==> config.mk <==
export PLATFORM = sky130hd
export DESIGN_NAME = dot_bracket_structure_validator_unit
export DESIGN_NICKNAME = d
export VERILOG_FILES = /design/src/sv/dbsv_pkg.sv /design/src/sv/dbsv_stack_ram.sv /design/src/sv/dbsv_scan.sv /design/src/sv/dot_bracket_structure_validator_unit.sv
export SDC_FILE = /design/constraint.sdc
export NUM_CORES = 2
export LEC_CHECK = 0
export BUFFER_PORTS_ARGS = -buffer_cell sky130_fd_sc_hd__buf_4
export CAP_MARGIN = 10
export CORE_MARGIN = 10
export CORE_UTILIZATION = 45
export DETAILED_ROUTE_END_ITERATION = 12
export PLACE_DENSITY = 0.59
export SLEW_MARGIN = 20
export SYNTH_ARGS = -nofsm -noshare
export SYNTH_HDL_FRONTEND = slang
export SYNTH_SLANG_ARGS = --single-unit
==> constraint.sdc <==
create_clock -name clk -period 7 [get_ports clk]
set_input_delay 2.1 -clock clk [delete_from_list [all_inputs] [get_ports clk]]
set_output_delay 2.1 -clock clk [all_outputs]
set_load 0.05 [all_outputs]
==> src/sv/dbsv_pkg.sv <==
// shared types, constants and the character classifier for the dot-bracket validator
// no dependencies; used by dbsv_scan and the top level
package dbsv_pkg;

    localparam int DEFAULT_MAX_LENGTH = 1024;

    localparam logic [15:0] COUNT_MAX = 16'hFFFF;

    // characters that the structure string may hold
    localparam logic [7:0] CHAR_DOT          = 8'h2E;
    localparam logic [7:0] CHAR_UNDERSCORE   = 8'h5F;
    localparam logic [7:0] CHAR_OPEN_PAREN   = 8'h28;
    localparam logic [7:0] CHAR_CLOSE_PAREN  = 8'h29;
    localparam logic [7:0] CHAR_OPEN_BRACE   = 8'h7B;
    localparam logic [7:0] CHAR_CLOSE_BRACE  = 8'h7D;
    localparam logic [7:0] CHAR_OPEN_SQUARE  = 8'h5B;
    localparam logic [7:0] CHAR_CLOSE_SQUARE = 8'h5D;

    // bracket kinds as held on the stack
    localparam logic [1:0] KIND_PAREN  = 2'd0;
    localparam logic [1:0] KIND_BRACE  = 2'd1;
    localparam logic [1:0] KIND_SQUARE = 2'd2;

    typedef enum logic [2:0] {
        ERR_OK            = 3'd0,
        ERR_TOO_LONG      = 3'd1,
        ERR_LEN_MISMATCH  = 3'd2,
        ERR_BAD_CHAR      = 3'd3,
        ERR_EXTRA_CLOSE   = 3'd4,
        ERR_TYPE_MISMATCH = 3'd5,
        ERR_UNCLOSED      = 3'd6
    } err_code_t;

    typedef enum logic [1:0] {
        BRK_NONE          = 2'd0,
        BRK_EXTRA_CLOSE   = 2'd1,
        BRK_TYPE_MISMATCH = 2'd2
    } brk_err_t;

    typedef struct packed {
        logic [7:0]  structure_char;
        logic [15:0] sequence_length;
        logic        is_last;
    } in_item_t;

    typedef struct packed {
        logic [2:0] error_code;
        logic       is_valid;
    } out_item_t;

    typedef struct packed {
        logic       is_open;
        logic       is_close;
        logic       is_bad;
        logic [1:0] kind;
    } char_class_t;

    function automatic char_class_t classify(input logic [7:0] c);
        char_class_t r;
        r = '{is_open: 1'b0, is_close: 1'b0, is_bad: 1'b0, kind: KIND_PAREN};
        case (c)
            CHAR_OPEN_PAREN:   begin r.is_open  = 1'b1; r.kind = KIND_PAREN;  end
            CHAR_OPEN_BRACE:   begin r.is_open  = 1'b1; r.kind = KIND_BRACE;  end
            CHAR_OPEN_SQUARE:  begin r.is_open  = 1'b1; r.kind = KIND_SQUARE; end
            CHAR_CLOSE_PAREN:  begin r.is_close = 1'b1; r.kind = KIND_PAREN;  end
            CHAR_CLOSE_BRACE:  begin r.is_close = 1'b1; r.kind = KIND_BRACE;  end
            CHAR_CLOSE_SQUARE: begin r.is_close = 1'b1; r.kind = KIND_SQUARE; end
            CHAR_DOT, CHAR_UNDERSCORE: r.is_bad = 1'b0;
            default:           r.is_bad = 1'b1;
        endcase
        return r;
    endfunction

endpackage

==> src/sv/dbsv_stack_ram.sv <==
// bracket-kind stack memory: one write port, one read port, registered read data
// no package dependency
module dbsv_stack_ram #(
    parameter int DEPTH = 1024,
    parameter int AW    = 10
) (
    input  logic          clk,
    input  logic          we,
    input  logic [AW-1:0] waddr,
    input  logic [1:0]    wdata,
    input  logic          re,
    input  logic [AW-1:0] raddr,
    output logic [1:0]    rdata
);

    logic [1:0] mem [DEPTH];
    logic [1:0] rdata_reg;

    always_ff @(posedge clk)
    begin
        if (we)
        begin
            mem[waddr] <= wdata;
        end
        if (re)
        begin
            rdata_reg <= mem[raddr];
        end
    end

    assign rdata = rdata_reg;

endmodule

==> src/sv/dbsv_scan.sv <==
// per-character scan: counters, sticky errors, stack pointer and top-of-stack tracking
// depends on dbsv_pkg and dbsv_stack_ram
module dbsv_scan #(
    parameter int MAX_LENGTH = dbsv_pkg::DEFAULT_MAX_LENGTH
) (
    input  logic                clk,
    input  logic                rst_n,
    input  logic                acc,
    input  dbsv_pkg::in_item_t  item,
    output logic                res_valid,
    output dbsv_pkg::out_item_t res
);

    localparam int DW = $clog2(MAX_LENGTH + 1);
    localparam int AW = (MAX_LENGTH > 1) ? $clog2(MAX_LENGTH) : 1;
    localparam logic [DW-1:0] DEPTH_FULL = DW'(MAX_LENGTH);
    localparam logic [15:0]   LEN_LIMIT  = 16'(MAX_LENGTH);

    logic [DW-1:0]       depth_reg, depth_next;
    logic [15:0]         count_reg, count_next;
    logic                bad_reg, bad_next;
    dbsv_pkg::brk_err_t  err_reg, err_next;
    logic [1:0]          tos_reg, tos_next;
    logic                tos_mem_reg, tos_mem_next;

    dbsv_pkg::char_class_t cls;
    dbsv_pkg::err_code_t   code;
    logic                  active;
    logic                  push;
    logic                  pop;
    logic [1:0]            top;
    logic [1:0]            rdata;
    logic                  mem_re;
    logic [DW-1:0]         below_top;

    assign cls       = dbsv_pkg::classify(item.structure_char);
    assign active    = (err_reg == dbsv_pkg::BRK_NONE);
    // top entry sits in a register after a push, in the ram output after a pop
    assign top       = tos_mem_reg ? rdata : tos_reg;
    assign push      = acc && active && cls.is_open && (depth_reg != DEPTH_FULL);
    assign pop       = acc && active && cls.is_close && (depth_reg != '0) && (top == cls.kind);
    assign below_top = depth_reg - DW'(2);
    assign mem_re    = pop && (depth_reg > DW'(1));

    dbsv_stack_ram #(
        .DEPTH (MAX_LENGTH),
        .AW    (AW)
    ) u_ram (
        .clk   (clk),
        .we    (push),
        .waddr (depth_reg[AW-1:0]),
        .wdata (cls.kind),
        .re    (mem_re),
        .raddr (below_top[AW-1:0]),
        .rdata (rdata)
    );

    always_comb
    begin
        logic [15:0]        cnt;
        logic               bad;
        dbsv_pkg::brk_err_t err;
        logic [DW-1:0]      dep;

        cnt = (count_reg != dbsv_pkg::COUNT_MAX) ? count_reg + 16'd1 : count_reg;
        bad = bad_reg | cls.is_bad;
        err = err_reg;
        dep = depth_reg;
        if (push)
        begin
            dep = depth_reg + DW'(1);
        end
        else if (pop)
        begin
            dep = depth_reg - DW'(1);
        end
        else if (active && cls.is_close)
        begin
            err = (depth_reg == '0) ? dbsv_pkg::BRK_EXTRA_CLOSE
                                    : dbsv_pkg::BRK_TYPE_MISMATCH;
        end

        if (cnt > LEN_LIMIT)
            code = dbsv_pkg::ERR_TOO_LONG;
        else if (cnt != item.sequence_length)
            code = dbsv_pkg::ERR_LEN_MISMATCH;
        else if (bad)
            code = dbsv_pkg::ERR_BAD_CHAR;
        else if (err == dbsv_pkg::BRK_EXTRA_CLOSE)
            code = dbsv_pkg::ERR_EXTRA_CLOSE;
        else if (err == dbsv_pkg::BRK_TYPE_MISMATCH)
            code = dbsv_pkg::ERR_TYPE_MISMATCH;
        else if (dep != '0)
            code = dbsv_pkg::ERR_UNCLOSED;
        else
            code = dbsv_pkg::ERR_OK;

        depth_next   = depth_reg;
        count_next   = count_reg;
        bad_next     = bad_reg;
        err_next     = err_reg;
        tos_next     = push ? cls.kind : tos_reg;
        tos_mem_next = push ? 1'b0 : (pop ? 1'b1 : tos_mem_reg);
        if (acc)
        begin
            if (item.is_last)
            begin
                // string done: back to the empty state
                depth_next = '0;
                count_next = '0;
                bad_next   = 1'b0;
                err_next   = dbsv_pkg::BRK_NONE;
            end
            else
            begin
                depth_next = dep;
                count_next = cnt;
                bad_next   = bad;
                err_next   = err;
            end
        end
    end

    assign res_valid      = acc && item.is_last;
    assign res.error_code = code;
    assign res.is_valid   = (code == dbsv_pkg::ERR_OK);

    always_ff @(posedge clk or negedge rst_n)
    begin
        if (!rst_n)
        begin
            depth_reg   <= '0;
            count_reg   <= '0;
            bad_reg     <= 1'b0;
            err_reg     <= dbsv_pkg::BRK_NONE;
            tos_mem_reg <= 1'b0;
        end
        else
        begin
            depth_reg   <= depth_next;
            count_reg   <= count_next;
            bad_reg     <= bad_next;
            err_reg     <= err_next;
            tos_mem_reg <= tos_mem_next;
        end
    end

    always_ff @(posedge clk)
    begin
        tos_reg <= tos_next;
    end

    a_depth_bound: assert property (@(posedge clk) disable iff (!rst_n)
        depth_reg <= DEPTH_FULL)
        else $error("stack depth beyond limit");

    a_push_pop_excl: assert property (@(posedge clk) disable iff (!rst_n)
        !(push && pop))
        else $error("push and pop in one cycle");

    a_clear_after_result: assert property (@(posedge clk) disable iff (!rst_n)
        res_valid |=> (depth_reg == '0) && (count_reg == '0) && !bad_reg)
        else $error("state not cleared after result");

    a_sticky_error: assert property (@(posedge clk) disable iff (!rst_n)
        (err_reg != dbsv_pkg::BRK_NONE) && !res_valid |=> err_reg == $past(err_reg))
        else $error("bracket error not held");

endmodule

==> src/sv/dot_bracket_structure_validator_unit.sv <==
// top level of the dot-bracket structure validator: input handshake and result register
// depends on dbsv_pkg and dbsv_scan (which holds dbsv_stack_ram)
//
// usage
//   in channel : one request per character (in_data.structure_char), with is_last marking
//                the final character; sequence_length is only looked at on that one
//   out channel: one request per string, issued for the last character; error_code gives
//                the highest-priority fault (0 ok .. 6 unclosed), is_valid is 1 for ok
//   throughput : one character per cycle when not stalled; each character does at most one
//                stack access, a push writing the ram or a pop reading the entry below the top
//   result     : the result appears in the output register in the cycle after the last
//                character is taken
//   stall      : a character is taken while the output register is empty or being
//                drained this cycle; a waiting result only holds up the input
//   reset      : asynchronous, clears counters, stack pointer and the output valid flag;
//                the stack ram is not cleared as entries are only read once written
//   strings are checked against MAX_LENGTH; opens beyond it are dropped
module dot_bracket_structure_validator_unit #(
    parameter int MAX_LENGTH = dbsv_pkg::DEFAULT_MAX_LENGTH
) (
    input  logic                clk,
    input  logic                rst_n,
    input  logic                in_valid,
    output logic                in_ready,
    input  dbsv_pkg::in_item_t  in_data,
    output logic                out_valid,
    input  logic                out_ready,
    output dbsv_pkg::out_item_t out_data
);

    logic                acc;
    logic                res_valid;
    dbsv_pkg::out_item_t res;
    logic                out_valid_reg, out_valid_next;
    dbsv_pkg::out_item_t out_data_reg, out_data_next;

    // the output slot frees up in the same cycle it is taken
    assign in_ready = !out_valid_reg || out_ready;
    assign acc      = in_valid && in_ready;

    dbsv_scan #(
        .MAX_LENGTH (MAX_LENGTH)
    ) u_scan (
        .clk       (clk),
        .rst_n     (rst_n),
        .acc       (acc),
        .item      (in_data),
        .res_valid (res_valid),
        .res       (res)
    );

    always_comb
    begin
        out_valid_next = out_valid_reg;
        out_data_next  = out_data_reg;
        if (res_valid)
        begin
            out_valid_next = 1'b1;
            out_data_next  = res;
        end
        else if (out_ready)
        begin
            out_valid_next = 1'b0;
        end
    end

    always_ff @(posedge clk or negedge rst_n)
    begin
        if (!rst_n)
        begin
            out_valid_reg <= 1'b0;
        end
        else
        begin
            out_valid_reg <= out_valid_next;
        end
    end

    always_ff @(posedge clk)
    begin
        out_data_reg <= out_data_next;
    end

    assign out_valid = out_valid_reg;
    assign out_data  = out_data_reg;

    a_no_overwrite: assert property (@(posedge clk) disable iff (!rst_n)
        res_valid |-> !out_valid_reg || out_ready)
        else $error("result overwrites a pending request");

    a_result_follows: assert property (@(posedge clk) disable iff (!rst_n)
        res_valid |=> out_valid_reg)
        else $error("result not registered");

    a_valid_flag: assert property (@(posedge clk) disable iff (!rst_n)
        out_valid_reg |-> out_data_reg.is_valid == (out_data_reg.error_code == dbsv_pkg::ERR_OK))
        else $error("is_valid disagrees with error_code");

endmodule
==> flow_summary.yaml <==
synthesis:
  synth_cell_type_count: 86
  async_reset_ff_share_pct: 1.53
  syn_area_per_cell_sq_um: 17.5
  synthesis.instances: 4968
  synth_ff_type: "edfxtp_1"
  synth_edf_count: 2056
  postSynthNetCount: 5005
  yosysWarnings: 0
  ys_seq_elements: 2088
  syn_area_sq_um: 87000
  ys_seq_area_share_pct: 71.9
setup_path:
  cp_cell_sequence: "inv_1 > ha_4 > nor3b_2 > xnor2_2 > buf_4 > nand2_1 > a311oi_1 > o211ai_1 > o31a_1 > nand4_1 > o22ai_1 > a311oi_1 > buf_4"
  slowest_delay_ps: 770
  setup.worst_path.class: "reg2reg"
  worst_setup_path_end_kind: "flip-flop"
  cp-start-kind: "flip-flop"
  worstPathArrival_ps: 6000
  critPathRequiredTime_ps: 7710
  cp_max_fo: 29
  cp_slowest_cell: "dfrtp_4"
power:
  vdd_ir_drop_max_v: 0.000270
  p_total_mw: 28.5
  leakagePower_nw: 29.2
  power_per_cell_area_nw_per_um2: 294
timing:
  relSlewSlack_pct: 17.5
  worst_pin_slew_ps: 1240
  rsz0062_at_grt: "false"
  fin_crit_ps: 5280
  setup_viol: 0
  hold_viol_final: 0
  setup_ws_ps: 1720
  clock.fmax_mhz: 189
  slew_violations: 0
  post-route-period-util_pct: 75.5
  setup_tns_ps: 0
  finalClockSkew_ps: 35.9
placed_design:
  port-buffer-count: 34
  hpwl_microns: 131000
  dp_slack_ps: 1460
  place_congestion: 0.809
grt:
  grt_pass1_vias: 47500
  antenna_found_initial: 9
  grt_pass1_wl_microns: 342000
  grt_start_max_net_pins: 226
  grt_overflow: 0
  grt_usage_pct: 22.2
floorplanning:
  design.portCount: 35
  chipHeight_microns: 460
  fp.coreArea_sq_um: 192000
  dieArea_sq_um: 211000
  initial_core_util_pct: 45.2
  die_w_microns: 460
  fp-row-count: 161
cells_and_area:
  areaGrowthSynthToFinish_pct: 11.3
  layout_common_cells: "edfxtp_1, nor2_1, mux4_2, clkbuf_16, nand2_1"
  layout-drive-gt1-share_pct: 21.3
  final_common_cell: "edfxtp_1"
  largest_reg_flops: 2048
  final_util_pct: 50.4
  nNetsFinal: 5016
cts:
  cts_buffers: 210
  h-tree-depth: 4
  cts_hold_buf: 0
  numClockSinks: 2088
  cts_resized: 0
  postCtsSetupRepairBufs: 0
  clock_latency_ps: 860
  cts_tree: "done"
  clockBufferDepth: 3
  clk_pin_slew_ps: 70
  clockRootBuffer: "clkbuf_16"
routing:
  remaining_drc_errors: 0
  drtIter0Drc: 5809
  via_per_inst: 6.12
  ant_nets: 0
  via_count: 47000
  drt-total-wl_microns: 237000
  wl_per_cell_microns: 30.9
  drtPass1Iterations: 6
status:
  outcome: "finished clean"
flow_run:
  drv_cap: 0
hold_path:
  min_path_type: "reg2reg"
==> final cells by class <==
type                       instances  area, sq um
clock buffer                     252         5480
antenna                            1         2.50
fill                           15500        95500
inverter                          22         82.6
clock inverter                   136         1190
timing repair buffer             196         1820
tap                             2526         3160
sequential                      2088        62500
multi-input combinational       2461        22600
==> critical path, delay by kind of cell (launching register included) <==
kind,cells,cell delay (ps)
buffers and inverters,3,970
and+or+nand+nor,3,870
xor gates and xnor gates,1,690
adders and majority gates,1,330
DFF,1,770
AOI/OAI and AO/OA,5,1490
==> metrics by stage <==
stage / hold slack (ps) / instance area, sq um / instances
2_1_floorplan: 493 / 87000 / 4968
3_3_place_gp: 520 / 90200 / 7293
3_5_place_dp: 535 / 90200 / 7293
4_1_cts: 551 / 96900 / 7681
5_1_grt: 602 / 96900 / 7682
6_report: 552 / 96900 / 7682
==> cells in the mapped netlist (13+ instances only) <==
cell / instances / area [sq um]
clkbuf_1: 239 / 897
dfrtp_1: 32 / 801
mux4_2: 536 / 12100
edfxtp_1: 2056 / 61700
and3_1: 18 / 113
o22ai_1: 27 / 169
nor3_1: 25 / 125
mux2i_1: 84 / 841
buf_4: 51 / 383
buf_2: 55 / 275
nand2_1: 200 / 751
a21oi_1: 47 / 235
mux4_1: 33 / 867
nor4_1: 16 / 100
o21ai_0: 45 / 225
nand3_1: 70 / 350
nand4_1: 21 / 131
inv_1: 19 / 71.3
xnor2_1: 33 / 289
nor2_1: 1084 / 4070
buf_6: 36 / 405
o221ai_1: 19 / 166
xor2_1: 13 / 114
==> logic make-up after synthesis <==
family	Yosys count	synth area share (%)
buf+inv	419	2.59
compound gates	252	2.01
simple gates	1500	7.07
mux	654	15.8
xor+xnor	47	0.495
fa+ha+maj	8	0.115
flops	2088	71.9
==> per-layer routing <==
metal / part of all wire [%] / track usage (%) / vias up
met5: 0.0042 / 0 / -
met4: 2.9 / 6.44 / 2
met3: 7.9 / 3.97 / 392
met2: 48 / 35.5 / 1997
met1: 41 / 31.4 / 25100
li1: - / - / 19500
==> power by group <==
| group | total [mW] | internal [mW] | switching, mW |
|---|---|---|---|
| logic | 3.89 | 1.46 | 2.43 |
| registers | 13.6 | 13.6 | 0.0397 |
| clock network | 11.0 | 6.25 | 4.75 |
==> worst paths after layout <==
check	from	to	slack, ps	cells past startpoint
min in group asynchronous	rst_n	out_valid	1190	1
setup / recovery	u_scan.depth_reg[1]	u_scan.u_ram.rdata[1]	1720	13
setup reg to reg	u_scan.depth_reg[1]	u_scan.u_ram.rdata[1]	1720	13
hold reg to reg	u_scan.count_reg[15]	u_scan.count_reg[15]	550	2
hold / removal	u_scan.count_reg[15]	u_scan.count_reg[15]	550	2
max in group asynchronous	rst_n	u_scan.depth_reg[1]	5430	1
No activity file was read; power rests on OpenSTA's default activity.
